`src/hw/rtl/fem_pkg.sv`:
```
// Shared types and constants of the sampled edge frequency meter.
`default_nettype none
package fem_pkg;

  localparam int ADC_BITS = 12;

  localparam int SAMPLE_W = 12;
  localparam int COUNT_W  = 16;
  localparam int TIME_W   = 32;
  localparam int FREQ_W   = 16;
  localparam int STATUS_W = 2;
  localparam int CFG_IDX_W  = 2;
  localparam int CFG_DATA_W = 16;

  // Level mask: only the low ADC_BITS bits of a sample are used.
  localparam logic [SAMPLE_W-1:0] LEVEL_MASK =
    (ADC_BITS >= SAMPLE_W) ? {SAMPLE_W{1'b1}} : SAMPLE_W'((1 << ADC_BITS) - 1);

  localparam logic [SAMPLE_W-1:0] THRESH_RESET = SAMPLE_W'(1000);
  localparam logic [COUNT_W-1:0]  WLEN_RESET   = COUNT_W'(1000);

  // Scaled numerator 1000 * (edges - 1) fits in 26 bits.
  localparam int FREQ_SCALE = 1000;
  localparam int NUM_W      = 26;
  localparam int DIV_CNT_W  = $clog2(NUM_W);

  localparam logic [CFG_IDX_W-1:0] REG_EDGE_THRESHOLD = CFG_IDX_W'(0);
  localparam logic [CFG_IDX_W-1:0] REG_WINDOW_LENGTH  = CFG_IDX_W'(1);

  localparam logic [STATUS_W-1:0] STATUS_OK        = STATUS_W'(0);
  localparam logic [STATUS_W-1:0] STATUS_FEW_EDGES = STATUS_W'(1);
  localparam logic [STATUS_W-1:0] STATUS_ZERO_SPAN = STATUS_W'(2);

  // One finished window, handed from the edge front end to the divider.
  typedef struct packed {
    logic [COUNT_W-1:0] edges;
    logic [TIME_W-1:0]  span;
  } fem_job_t;

endpackage
`default_nettype wire

```
`src/hw/rtl/fem_front.sv`:
```
// Front end: config registers, level hold, edge detection and window counting.
`default_nettype none
module fem_front (
  input  wire logic                             clk,
  input  wire logic                             rst_n,
  input  wire logic                             cfg_we,
  input  wire logic [fem_pkg::CFG_IDX_W-1:0]    cfg_index,
  input  wire logic [fem_pkg::CFG_DATA_W-1:0]   cfg_data,
  input  wire logic                             take,
  input  wire logic [fem_pkg::SAMPLE_W-1:0]     sample,
  input  wire logic                             sample_valid,
  input  wire logic [fem_pkg::TIME_W-1:0]       time_ms,
  output logic                                  job_push,
  output fem_pkg::fem_job_t                     job
);

  logic [fem_pkg::SAMPLE_W-1:0] thresh_r;
  logic [fem_pkg::COUNT_W-1:0]  wlen_r;
  logic [fem_pkg::SAMPLE_W-1:0] held_r, held_nxt;
  logic [fem_pkg::COUNT_W-1:0]  scnt_r, scnt_nxt;
  logic [fem_pkg::COUNT_W-1:0]  ecnt_r, ecnt_nxt;
  logic [fem_pkg::TIME_W-1:0]   first_r, first_nxt;
  logic [fem_pkg::TIME_W-1:0]   last_r, last_nxt;
  logic [fem_pkg::SAMPLE_W-1:0] level;
  logic                         rise;
  logic                         win_end;

  always_ff @(posedge clk) begin
    if (!rst_n) begin
      thresh_r <= fem_pkg::THRESH_RESET;
      wlen_r   <= fem_pkg::WLEN_RESET;
    end else if (cfg_we) begin
      case (cfg_index)
        fem_pkg::REG_EDGE_THRESHOLD: thresh_r <= cfg_data[fem_pkg::SAMPLE_W-1:0];
        fem_pkg::REG_WINDOW_LENGTH:  wlen_r   <= cfg_data;
        default: ;
      endcase
    end
  end

  always_comb begin
    level = sample_valid ? (sample & fem_pkg::LEVEL_MASK) : held_r;
    rise  = (level > thresh_r) && (held_r <= thresh_r);

    ecnt_nxt  = ecnt_r;
    first_nxt = first_r;
    last_nxt  = last_r;
    if (rise) begin
      if (ecnt_r == '0) first_nxt = time_ms;
      last_nxt = time_ms;
      if (ecnt_r != '1) ecnt_nxt = ecnt_r + 1'b1;
    end
    scnt_nxt = scnt_r + 1'b1;
    // Counter wrap or reaching the window length closes the window.
    win_end  = (scnt_nxt == '0) || (scnt_nxt >= wlen_r);
    held_nxt = level;

    job.edges = ecnt_nxt;
    job.span  = last_nxt - first_nxt;
    job_push  = take && win_end;
  end

  always_ff @(posedge clk) begin
    if (!rst_n) begin
      held_r  <= '0;
      scnt_r  <= '0;
      ecnt_r  <= '0;
      first_r <= '0;
      last_r  <= '0;
    end else if (take) begin
      if (win_end) begin
        held_r  <= '0;
        scnt_r  <= '0;
        ecnt_r  <= '0;
        first_r <= '0;
        last_r  <= '0;
      end else begin
        held_r  <= held_nxt;
        scnt_r  <= scnt_nxt;
        ecnt_r  <= ecnt_nxt;
        first_r <= first_nxt;
        last_r  <= last_nxt;
      end
    end
  end

endmodule
`default_nettype wire

```
`src/hw/rtl/fem_queue.sv`:
```
// Two-entry queue of finished windows between front end and divider.
`default_nettype none
module fem_queue (
  input  wire logic        clk,
  input  wire logic        rst_n,
  input  wire logic        push,
  input  wire fem_pkg::fem_job_t push_job,
  input  wire logic        pop,
  output fem_pkg::fem_job_t head_job,
  output logic             empty,
  output logic             full
);

  fem_pkg::fem_job_t slot_r [2];
  logic       wptr_r, rptr_r;
  logic [1:0] fill_r;

  assign empty    = (fill_r == 2'd0);
  assign full     = (fill_r == 2'd2);
  assign head_job = slot_r[rptr_r];

  always_ff @(posedge clk) begin
    if (push && !full) slot_r[wptr_r] <= push_job;
  end

  always_ff @(posedge clk) begin
    if (!rst_n) begin
      wptr_r <= 1'b0;
      rptr_r <= 1'b0;
      fill_r <= 2'd0;
    end else begin
      if (push && !full) wptr_r <= ~wptr_r;
      if (pop && !empty) rptr_r <= ~rptr_r;
      case ({push && !full, pop && !empty})
        2'b10:   fill_r <= fill_r + 2'd1;
        2'b01:   fill_r <= fill_r - 2'd1;
        default: fill_r <= fill_r;
      endcase
    end
  end

endmodule
`default_nettype wire

```
`src/hw/rtl/fem_back.sv`:
```
// Back end: status check, scaled numerator, bit-serial divide, result register.
`default_nettype none
module fem_back (
  input  wire logic                          clk,
  input  wire logic                          rst_n,
  input  wire logic                          job_avail,
  input  wire fem_pkg::fem_job_t             job,
  output logic                               job_pop,
  input  wire logic                          res_pop,
  output logic                               res_valid,
  output logic [fem_pkg::FREQ_W-1:0]         res_freq,
  output logic [fem_pkg::STATUS_W-1:0]       res_status
);

  localparam logic [1:0] ST_IDLE = 2'd0;
  localparam logic [1:0] ST_DIV  = 2'd1;
  localparam logic [1:0] ST_DONE = 2'd2;

  logic [1:0]                      state_r;
  logic [fem_pkg::NUM_W-1:0]       num_r;   // numerator in, quotient out
  logic [fem_pkg::TIME_W-1:0]      den_r;
  logic [fem_pkg::TIME_W-1:0]      rem_r;
  logic [fem_pkg::DIV_CNT_W-1:0]   cnt_r;
  logic [fem_pkg::STATUS_W-1:0]    stat_r;
  logic                            valid_r;
  logic [fem_pkg::FREQ_W-1:0]      freq_r;
  logic [fem_pkg::STATUS_W-1:0]    ostat_r;
  logic [fem_pkg::TIME_W:0]        trial;
  logic                            qbit;
  logic [fem_pkg::NUM_W-1:0]       product;
  logic                            slot_free;
  logic [fem_pkg::FREQ_W-1:0]      sat_freq;

  assign job_pop   = (state_r == ST_IDLE) && job_avail;
  assign slot_free = !valid_r || res_pop;
  assign product   = fem_pkg::NUM_W'(job.edges - 1'b1) *
                     fem_pkg::NUM_W'(fem_pkg::FREQ_SCALE);
  assign trial     = {rem_r, num_r[fem_pkg::NUM_W-1]};
  assign qbit      = (trial >= {1'b0, den_r});
  assign sat_freq  = (num_r > fem_pkg::NUM_W'({fem_pkg::FREQ_W{1'b1}})) ?
                     {fem_pkg::FREQ_W{1'b1}} : num_r[fem_pkg::FREQ_W-1:0];

  assign res_valid  = valid_r;
  assign res_freq   = freq_r;
  assign res_status = ostat_r;

  always_ff @(posedge clk) begin
    case (state_r)
      ST_IDLE: begin
        rem_r <= '0;
        den_r <= job.span;
        cnt_r <= fem_pkg::DIV_CNT_W'(fem_pkg::NUM_W - 1);
        if (job.edges < fem_pkg::COUNT_W'(2)) begin
          stat_r <= fem_pkg::STATUS_FEW_EDGES;
          num_r  <= '0;
        end else if (job.span == '0) begin
          stat_r <= fem_pkg::STATUS_ZERO_SPAN;
          num_r  <= '0;
        end else begin
          stat_r <= fem_pkg::STATUS_OK;
          num_r  <= product;
        end
      end
      ST_DIV: begin
        rem_r <= qbit ? fem_pkg::TIME_W'(trial - {1'b0, den_r})
                      : trial[fem_pkg::TIME_W-1:0];
        num_r <= {num_r[fem_pkg::NUM_W-2:0], qbit};
        cnt_r <= cnt_r - 1'b1;
      end
      default: ;
    endcase
    if (state_r == ST_DONE && slot_free) begin
      freq_r  <= sat_freq;
      ostat_r <= stat_r;
    end
  end

  always_ff @(posedge clk) begin
    if (!rst_n) begin
      state_r <= ST_IDLE;
      valid_r <= 1'b0;
    end else begin
      case (state_r)
        ST_IDLE: begin
          if (job_avail) begin
            if (job.edges < fem_pkg::COUNT_W'(2) || job.span == '0)
              state_r <= ST_DONE;
            else
              state_r <= ST_DIV;
          end
        end
        ST_DIV: begin
          if (cnt_r == '0) state_r <= ST_DONE;
        end
        ST_DONE: begin
          if (slot_free) state_r <= ST_IDLE;
        end
        default: state_r <= ST_IDLE;
      endcase
      if (state_r == ST_DONE && slot_free) valid_r <= 1'b1;
      else if (res_pop) valid_r <= 1'b0;
    end
  end

endmodule
`default_nettype wire

```
`src/hw/rtl/sampled_edge_frequency_meter_unit.sv`:
```
// Top level of the sampled edge frequency meter.
//
// Input queue side: push a sample (in_sample, in_sample_valid, in_time_ms)
// whenever in_full is low; one transfer per cycle is sustained while the
// window queue has room. An invalid sample repeats the held level.
// Every window_length samples close a window; the edge count and span of
// that window go into a two-entry queue toward the divider.
// Result queue side: while out_empty is low, out_frequency_hz/out_status
// hold the oldest result; out_pop takes it. Results come only at window ends.
// A window with fewer than two rising crossings or zero span skips the divider and
// goes straight to the result register; any other window runs through the
// 26-step bit-serial divider (one quotient bit per cycle).
// A stalled receiver holds the result register; the divider then waits,
// the window queue fills and in_full rises once both entries are taken.
// Config port: cfg_ready is always high; index 0 is the edge threshold,
// index 1 the window length; other indexes are ignored. Write only idle.
// Reset (synchronous, rst_n low) restores threshold 1000, window 1000,
// clears the window state and empties both queues.
`default_nettype none
module sampled_edge_frequency_meter_unit (
  input  wire logic                            clk,
  input  wire logic                            rst_n,
  input  wire logic                            in_push,
  output logic                                 in_full,
  input  wire logic [fem_pkg::SAMPLE_W-1:0]    in_sample,
  input  wire logic                            in_sample_valid,
  input  wire logic [fem_pkg::TIME_W-1:0]      in_time_ms,
  output logic                                 out_empty,
  input  wire logic                            out_pop,
  output logic [fem_pkg::FREQ_W-1:0]           out_frequency_hz,
  output logic [fem_pkg::STATUS_W-1:0]         out_status,
  input  wire logic                            cfg_valid,
  output logic                                 cfg_ready,
  input  wire logic [fem_pkg::CFG_IDX_W-1:0]   cfg_index,
  input  wire logic [fem_pkg::CFG_DATA_W-1:0]  cfg_data
);

  fem_pkg::fem_job_t push_job, head_job;
  logic job_push, job_pop, q_empty, q_full;
  logic res_valid;
  logic take;

  // The front end stalls whenever the window queue is full.
  assign in_full   = q_full;
  assign take      = in_push && !q_full;
  assign cfg_ready = 1'b1;
  assign out_empty = !res_valid;

  fem_front u_front (
    .clk          (clk),
    .rst_n        (rst_n),
    .cfg_we       (cfg_valid && cfg_ready),
    .cfg_index    (cfg_index),
    .cfg_data     (cfg_data),
    .take         (take),
    .sample       (in_sample),
    .sample_valid (in_sample_valid),
    .time_ms      (in_time_ms),
    .job_push     (job_push),
    .job          (push_job)
  );

  fem_queue u_queue (
    .clk      (clk),
    .rst_n    (rst_n),
    .push     (job_push),
    .push_job (push_job),
    .pop      (job_pop),
    .head_job (head_job),
    .empty    (q_empty),
    .full     (q_full)
  );

  fem_back u_back (
    .clk        (clk),
    .rst_n      (rst_n),
    .job_avail  (!q_empty),
    .job        (head_job),
    .job_pop    (job_pop),
    .res_pop    (out_pop),
    .res_valid  (res_valid),
    .res_freq   (out_frequency_hz),
    .res_status (out_status)
  );

endmodule
`default_nettype wire

```
`config.mk`:
```
export PLATFORM = sky130hd
export DESIGN_NAME = sampled_edge_frequency_meter_unit
export DESIGN_NICKNAME = d
export VERILOG_FILES = /design/src/hw/rtl/fem_pkg.sv /design/src/hw/rtl/fem_front.sv /design/src/hw/rtl/fem_queue.sv /design/src/hw/rtl/fem_back.sv /design/src/hw/rtl/sampled_edge_frequency_meter_unit.sv
export SDC_FILE = /design/constraint.sdc
export NUM_CORES = 1
export LEC_CHECK = 0
export ABC_AREA = 1
export ABC_CLOCK_PERIOD_IN_PS = 13900
export BUFFER_PORTS_ARGS = -buffer_cell sky130_fd_sc_hd__buf_2
export CORE_ASPECT_RATIO = 0.8
export CORE_MARGIN = 2
export CORE_UTILIZATION = 65
export DETAILED_ROUTE_END_ITERATION = 10
export GPL_TIMING_DRIVEN = 0
export PLACE_DENSITY = 0.92
export SYNTH_ARGS = -nofsm -noshare
export SYNTH_HDL_FRONTEND = slang
export SYNTH_SLANG_ARGS = --single-unit
```
`constraint.sdc`:
```
create_clock -name clk -period 13.9 [get_ports clk]
set_input_delay 1.39 -clock clk [delete_from_list [all_inputs] [get_ports clk]]
set_output_delay 1.39 -clock clk [all_outputs]
set_load 0.005 [all_outputs]
```
======== Yosys cells after proc, flatten, opt, wreduce, memory -nomap -nowiden ========
Memory sizes are Yosys's and may differ from the RTL's. A register that Yosys moved wholly into a read port is not among the register bits.
Cells that the tools add are included.
word-level totals
  output and inout port bits .............. 21
  memories ................................ 1
  memory bits (writable) .................. 96
  register bits ........................... 258
  logic and storage cells ................. 103
cells by class
  bitwise gates (word level) .............. 2
  $mul .................................... 1
  add/subtract/negate cells ............... 8
  order comparisons ....................... 6
  muxes and demuxes ....................... 30
  reductions and logical operators ........ 26
  equality and inequality tests ........... 10
memory list
  memory          depth  bits a word  rd ports  clocked after memory_dff  write ports  line             text
  u_queue.slot_r  2      48           1         1                         1            fem_queue.sv:14  fem_pkg::fem_job_t slot_r [2];
operator list
  operator                                                                           count
  32-bit 2-to-1 mux                                                                  6
  16-bit 2-to-1 mux                                                                  4
  32-bit case mux with 2 select lines                                                1
  32-bit subtractor                                                                  2
  26-bit 2-to-1 mux                                                                  2
  26-bit case mux with 2 select lines                                                1
  33-bit by 32-bit greater-or-equal comparator with 1-bit output                     1
  16-bit by 1-bit adder with 16-bit output, second input constant                    2
  16-bit logical NOT                                                                 2
  32-bit logical NOT                                                                 1
  26-bit by 16-bit greater-than comparator with 1-bit output, second input constant  1
  26-bit by 7-bit multiplier with 23-bit output, second input constant               1
  12-bit 2-to-1 mux                                                                  2
  16-bit by 1-bit subtractor with 17-bit output, second input constant               1
  16-bit greater-or-equal comparator                                                 1
  16-bit by 2-bit < comparator with 1-bit output, second input constant              1
  16-bit inequality test, second input constant                                      1
  12-bit greater-than comparator                                                     1
  12-bit less-or-equal comparator                                                    1
  2-bit 2-to-1 mux                                                                   5
  5-bit case mux with 2 select lines                                                 1
  1-bit logical AND                                                                  7
  2-bit by 1-bit == test with 1-bit output, second input constant                    3
  2-bit == test, second input constant                                               3
  16 further kinds                                                                   32

======== Logic depth before layout (Yosys ltp) ========
Gate-level depths: netlist (run 1).
  depth after elaboration ................. 7
  mapped depth ............................ 35

======== By module ========
Synthesis (run 1) repeated with hierarchy kept, for this count alone.
unflattened totals
  cells, all modules ...................... 3327
  area total of the unflattened synthesis .. 25041.5 sq um
by module, submodules not included
  module                             instances  area each (sq um)  cells each
  fem_back                           1          11076.9            1476
  fem_front                          1          10147.2            1656
  fem_queue                          1          3788.6             189
  sampled_edge_frequency_meter_unit  1          28.8               6

======== Worst setup path before layout (run 1) ========
No wires, ideal clock.
  path type ............................... flip-flop to flip-flop
  start ................................... register (tool-made name)
  end ..................................... register u_back.num_r[24] (netlist bit), data pin
  path slack .............................. 7.949 ns
  data arrival time ....................... 5.694 ns
  cell stages (with the launch flop) ...... 26
  data required time ...................... 13.643 ns
  cells stage by stage .................... dfxtp_1 > buf_4 > buf_2 > mux2i_1 > ha_1 > nand2_1 > nor2_1 > nand4_2 > nor4_1 > xnor2_1 > inv_1 > fa_1 > inv_1 > fa_1 > inv_1 > fa_1 > inv_1 > fa_1 > inv_1 > ha_1 > a21oi_1 > o21ai_0 > a211oi_1 > nand3_1 > nand2_1 > o21ai_1
RTL lines
  element               line            text
  end signal, assigned  fem_back.sv:61  num_r <= product;
  end signal, assigned  fem_back.sv:67  num_r <= {num_r[fem_pkg::NUM_W-2:0], qbit};
  end, declared         fem_back.sv:20  logic [fem_pkg::NUM_W-1:0] num_r;

==> impl_metrics.toml, run 1 <==
[run_status]
outcome = "finished, violations left"
violations = "DRC"

[layout]
nets = 3634
fin_util_pct = 72.1
layoutNonFillerInstCount = 3870
syn_to_final_growth_pct = 9.17
register_area_um2 = 9220
layout_commonest_cell = "nand2_1"
multiInputGateArea_um2 = 13100
num_antenna_cells = 0
drive_above_1_share_pct = 7.15
final_cell_mix = "nand2_1 (855), inv_1 (416), nor2_1 (261), a21oi_1 (244), edfxtp_1 (211)"
nFillCells = 2823

[floorplanning]
num_rows = 63
fp.coreArea_um2 = 37000
die_y_um = 178
floorplan.initialDensity_pct = 66.1
pin_count = 89
die_w_um = 221
dieArea_um2 = 39200

[timing]
final_max_slew_viol_count = 0
setup_viol = 0
hold-worst-slack_ns = 0.425
period_share_pct = 53.6
rsz0062_at_grt = "no"
final.setup.tns_ns = 0
fin_worst_skew_ns = 0.0305
layout_min_cycle_time_ns = 7.45
worst_slew_margin_rel_pct = 9.09
fmax_mhz = 134
worst_slew_pin_slew_ns = 1.35
hold_viol_final = 0

[route]
drt_first_pass_iters = 9
num_vias = 23000
drc = 1
drt_iter0_markers = 2917
vias_per_cell = 5.93
wl_mm = 66.0
routedWlPerCell_um = 17.0
ant_nets = 0

[clock_network]
root_buffer = "clkbuf_16"
cts_sinks = 355
ctsResizeCount = 0
clk_path_buf_depth = 3
htreeDepth = 2
cts_tree = "yes"
holdBufCountCts = 0
postCtsSetupBuffers = 0
clkTransAtPathRegs_ns = 0.06
clkLatencyLatePin_ns = 0.55
numCtsBuffers = 36

[global_routing]
grt_pass1_wl_mm = 107
grt_max_degree = 44
grt_antenna_before_repair = 0
grt_use_total_pct = 33.2
grt_pass1_vias = 21200
overflow = 0

[synth]
yosysSeqAreaShare_pct = 37.7
dominantRegCellSynth = "edfxtp_1"
ys_warn_count = 0
synth_nets = 3507
synth_edf_count = 211
mappedNetlistArea_um2 = 24500
synth_seq_cells = 355
synth_area_per_cell_um2 = 7.57
postSynthCellCount = 3232
synth_cell_types = 51
synthArstFlopShare_pct = 0

[worst_hold_path]
hold_class = "flop to flop"

[critical_path]
critPathCapture = "u_back.num_r[25]$_DFFE_PP_"
cp.required_ns = 14.19
path_common_cell = "inv_1"
r2r_end = "u_back.num_r[25]$_DFFE_PP_"
slowest_delay_ns = 0.84
worstPathArrival_ns = 7.73
worst_setup_path_start_kind = "flop"
worstSetupPathType = "flop to flop"
rrSetupSlack_ns = 6.45
crit_fanout = 10
rr_worst_depth = 29
endpoint_kind = "flop"
crit_slowest_cell = "mux2i_1"

[placement]
port_buffers = 86
dp.cells = 3808
dp_hpwl_mm = 50.2
place_congestion = 1.02

[flow_run]
cap_violations = 0
cell type report:
type	count	share of cell area [%]
clock inverter	18	0.534
timing repair buffer	89	1.84
sequential	355	34.5
clock buffer	44	3.68
tap	487	2.28
inverter	432	6.07
multi-input combinational	2316	49.0
buffer	129	2.08
synthesized netlist by cell type, types with 3 or more instances:
| library cell | n | area share [%] |
|---|---|---|
| nor2_4 | 3 | 0.14 |
| nor2_2 | 4 | 0.10 |
| nand2_2 | 7 | 0.18 |
| a21oi_1 | 244 | 5.0 |
| a31oi_1 | 7 | 0.18 |
| clkbuf_1 | 83 | 1.3 |
| o21a_1 | 9 | 0.28 |
| and3_1 | 3 | 0.077 |
| buf_1 | 7 | 0.11 |
| inv_1 | 418 | 6.4 |
| nand2_1 | 855 | 13 |
| buf_4 | 7 | 0.21 |
| xor2_1 | 56 | 2.0 |
| o21ai_1 | 20 | 0.41 |
| ha_1 | 154 | 7.9 |
| inv_2 | 13 | 0.20 |
| xnor2_1 | 26 | 0.93 |
| a21boi_0 | 6 | 0.18 |
| nand4_1 | 130 | 3.3 |
| nor3_1 | 20 | 0.41 |
| xor2_2 | 3 | 0.20 |
| o21ai_2 | 7 | 0.25 |
| or2_2 | 5 | 0.13 |
| nand3b_1 | 28 | 0.86 |
| nor2_1 | 264 | 4.0 |
| nor4_1 | 8 | 0.20 |
| fa_1 | 53 | 4.3 |
| o21bai_1 | 10 | 0.31 |
| edfxtp_1 | 211 | 26 |
| dfxtp_1 | 144 | 12 |
| a21o_1 | 14 | 0.43 |
| o211ai_1 | 14 | 0.43 |
| buf_2 | 31 | 0.63 |
| o22ai_1 | 10 | 0.26 |
| nand3_1 | 204 | 4.2 |
| o21ai_0 | 125 | 2.6 |
| mux2_2 | 11 | 0.51 |
flip-flops by register name (all words and copies together) (netlist names), 5 cells and up, named ones only:
register and count:
u_front.thresh_r 12, u_back.rem_r 32, u_front.last_r 32, u_front.scnt_r 16, u_back.cnt_r 5, u_front.held_r 12
u_back.res_freq 16, u_front.first_r 32, u_queue.slot_r 96, u_front.wlen_r 16, u_back.den_r 32, u_back.num_r 26
u_front.ecnt_r 16
worst min path at each step:
stage                                   start                             end  slack [ns]  depth (start not counted)
2_1_floorplan  u_back.stat_r[0]$_SDFFCE_PN1P_  u_back.res_status[0]$_DFFE_PP_        0.40                          0
3_3_place_gp   u_back.stat_r[0]$_SDFFCE_PN1P_  u_back.res_status[0]$_DFFE_PP_        0.40                          0
3_5_place_dp   u_back.stat_r[0]$_SDFFCE_PN1P_  u_back.res_status[0]$_DFFE_PP_        0.41                          0
4_1_cts        u_back.stat_r[0]$_SDFFCE_PN1P_  u_back.res_status[0]$_DFFE_PP_        0.43                          0
5_1_grt        u_back.stat_r[0]$_SDFFCE_PN1P_  u_back.res_status[0]$_DFFE_PP_        0.43                          0
6_report       u_back.stat_r[1]$_SDFFCE_PN0P_  u_back.res_status[1]$_DFFE_PP_        0.43                          0
cell families after synthesis:
kind of cell             count (synthesis)  share of synthesized area, %
AND/OR/NAND/NOR                       1539                          27.1
buffers and inverters                  561                          8.90
AO/OA/AOI/OAI                          472                          10.5
flip-flops                             355                          37.7
adder cells (fa/ha/maj)                207                          12.2
XOR/XNOR                                85                          3.13
multiplexers                            12                         0.547
other                                    1                        0.0153
routing by layer:
layer | vias up | global-route usage, % | part of all wire, %
li1 | 10900 | - | -
met1 | 10400 | 46.4 | 41
met2 | 1401 | 53.5 | 44
met3 | 171 | 5.75 | 12
met4 | 0 | 9.28 | 2.8
met5 | - | 0 | 0
per-stage QoR:
stage	cell area (um2)	worst slack [ns]
finish	26700	6.45
global route	26700	6.13
CTS	26700	6.64
detailed placement	25600	6.67
global placement	25500	6.79
floorplan	24500	7.95
worst max-delay path: cells and delay by family (launching register included):
kind	cells	cell delay, ns
and+or+nand+nor	10	1.32
xor gates and xnor gates	1	0.38
DFF	1	0.48
adders and majority gates	6	2.73
muxes	1	0.84
AOI/OAI and AO/OA	4	0.48
buffers and inverters	7	0.97
Power of run 1 is not shown: default switching activity piles up to over one toggle a cycle in this logic, so the estimate is an artifact.
==> inputs of run 2 (changes only) <==
--- a/config.mk
+++ b/config.mk
@@ -6,14 +6,14 @@
 export NUM_CORES = 1
 export LEC_CHECK = 0
 export ABC_AREA = 1
-export ABC_CLOCK_PERIOD_IN_PS = 13900
+export ABC_CLOCK_PERIOD_IN_PS = 6780
 export BUFFER_PORTS_ARGS = -buffer_cell sky130_fd_sc_hd__buf_2
 export CORE_ASPECT_RATIO = 0.8
 export CORE_MARGIN = 2
-export CORE_UTILIZATION = 65
+export CORE_UTILIZATION = 57
 export DETAILED_ROUTE_END_ITERATION = 10
 export GPL_TIMING_DRIVEN = 0
-export PLACE_DENSITY = 0.92
+export PLACE_DENSITY = 0.86
 export SYNTH_ARGS = -nofsm -noshare
 export SYNTH_HDL_FRONTEND = slang
 export SYNTH_SLANG_ARGS = --single-unit
==> constraint.sdc (replaced) <==
create_clock -name clk -period 6.78 [get_ports clk]
set_input_delay 0.678 -clock clk [delete_from_list [all_inputs] [get_ports clk]]
set_output_delay 0.678 -clock clk [all_outputs]
set_load 0.005 [all_outputs]
==> impl_metrics.toml, run 2 (synthesis results as in run 1) <==
[global_routing]
grt_pass1_wl_mm = 104
grt_util_met2_pct = 44.6
grt_antenna_before_repair = 0
grt_use_total_pct = 28.3
top_usage_layer = "met2"
global_route.usage.met1_pct = 40.1
grt_pass1_vias = 20600
overflow = 0
grt.met3_usage_pct = 5.34
grt_max_degree = 42

[route]
num_vias = 22300
ant_nets = 0
drc = 0
drt_iter0_markers = 2219
vias_per_cell = 5.66
drt_first_pass_iters = 6
wl_mm = 63.7
routedWlPerCell_um = 16.1

[timing]
final_max_slew_viol_count = 0
setup_viol = 0
period_share_pct = 94.1
worst_slew_pin_slew_ns = 1.24
fmax_mhz = 157
layout_min_cycle_time_ns = 6.38
worst_slew_margin_rel_pct = 16.6
fin_worst_skew_ns = 0.0271
hold_viol_final = 0
worst_slack_ns = 0.400
final.setup.tns_ns = 0

[critical_path]
crit_fanout = 19
worstPathArrival_ns = 6.68
path_common_cell = "inv_1"
rrSetupSlack_ns = 0.40
slowest_delay_ns = 0.52
crit_slowest_cell = "fa_1"
worstSetupPathType = "flop to flop"
worst_setup_path_start_kind = "flop"
r2r_end = "u_back.num_r[25]$_DFFE_PP_"
rr_worst_depth = 27
endpoint_kind = "flop"
cp.required_ns = 7.08

[clock_network]
clkTransAtPathRegs_ns = 0.07
cts_tree = "yes"
htreeDepth = 2
cts_sinks = 355
numCtsBuffers = 37
clkLatencyLatePin_ns = 0.56
holdBufCountCts = 0
root_buffer = "clkbuf_16"
clk_path_buf_depth = 3

[floorplanning]
die_y_um = 189
num_rows = 67
fp.coreArea_um2 = 42100
floorplan.initialDensity_pct = 58.1
dieArea_um2 = 44600
pin_count = 89
die_w_um = 236

[worst_hold_path]
hold_start = "cfg_data[7]"
hold_class = "input pin to flop"
min_to = "u_front.wlen_r[7]$_SDFFE_PN1P_"
holdPathStages = 3

[layout]
nets = 3637
num_antenna_cells = 0
largest_reg_flops = 96
largest_register = "u_queue.slot_r"
design_area_um2 = 26900
final_cell_mix = "nand2_1 (855), inv_1 (416), nor2_1 (261), a21oi_1 (244), edfxtp_1 (211)"
syn_to_final_growth_pct = 10.1
drive_above_1_share_pct = 7.49
layoutNonFillerInstCount = 3943
layout_commonest_cell = "nand2_1"

[placement]
dp.cells = 3873
port_buffers = 86
place_congestion = 1.02
pre_cts_slack_ns = -0.234
dp_hpwl_mm = 48.5
placed_area_um2 = 25700

[run_status]
outcome = "completed"

[flow_run]
cap_violations = 0
## run 2: cell types whose count changed in the layout (fill, tap and decap cells not counted), moves of 2 or more
cell and change:
clkbuf_1 +5, clkinv_8 +2, buf_4 +2, xnor2_1 -2, clkinv_2 +2, xnor2_2 +2
inv_6 +2, clkinv_1 -6
## run 2: what timing repair did
action / 4_1_cts / 5_1_grt
gates resized for setup: 2 / 3
buffers inserted: 0 / 3
endpoints found under the setup margin: 4 / 6
## run 2: final cells by class
class	count	area (um2)
fillers	3566	15100
multi-input cells	2316	13100
flip-flops and latches	355	9220
inverters	432	1620
clock buffers	49	1000
well taps	552	691
plain buffers	128	556
repair buffers	92	520
clock inverters	19	208
## run 2: critical path, delay by kind of cell (launching register included)
| family | cells | cell delay [ns] |
|---|---|---|
| fa+ha+maj | 6 | 2.58 |
| simple gates | 12 | 1.72 |
| buf+inv | 7 | 0.68 |
| flops | 1 | 0.47 |
| mux | 1 | 0.39 |
| xor+xnor | 1 | 0.25 |
## run 2: worst max path at each step
stage                                       to  slack [ns]
finish              u_back.num_r[25]$_DFFE_PP_        0.40
global route        u_back.num_r[24]$_DFFE_PP_      -0.002
CTS                 u_back.num_r[25]$_DFFE_PP_        0.04
detailed placement  u_back.num_r[25]$_DFFE_PP_       -0.23
global placement    u_back.num_r[25]$_DFFE_PP_       -0.07
floorplan           u_back.num_r[24]$_DFFE_PP_        0.83
## run 2: stage by stage
step                utilization, %  hold WS [ns]
floorplan                        -         0.400
global placement              60.8         0.436
detailed placement            61.0         0.449
CTS                           63.9         0.338
global route                  64.0         0.353
finish                        64.0         0.355
## run 2: layer usage
layer / up-vias / routed length (um)
li1: 11000 / -
met1: 10200 / 28000
met2: 1058 / 27800
met3: 111 / 6350
met4: 0 / 1480
met5: - / 0
Power of run 2 is left out for the same reason.
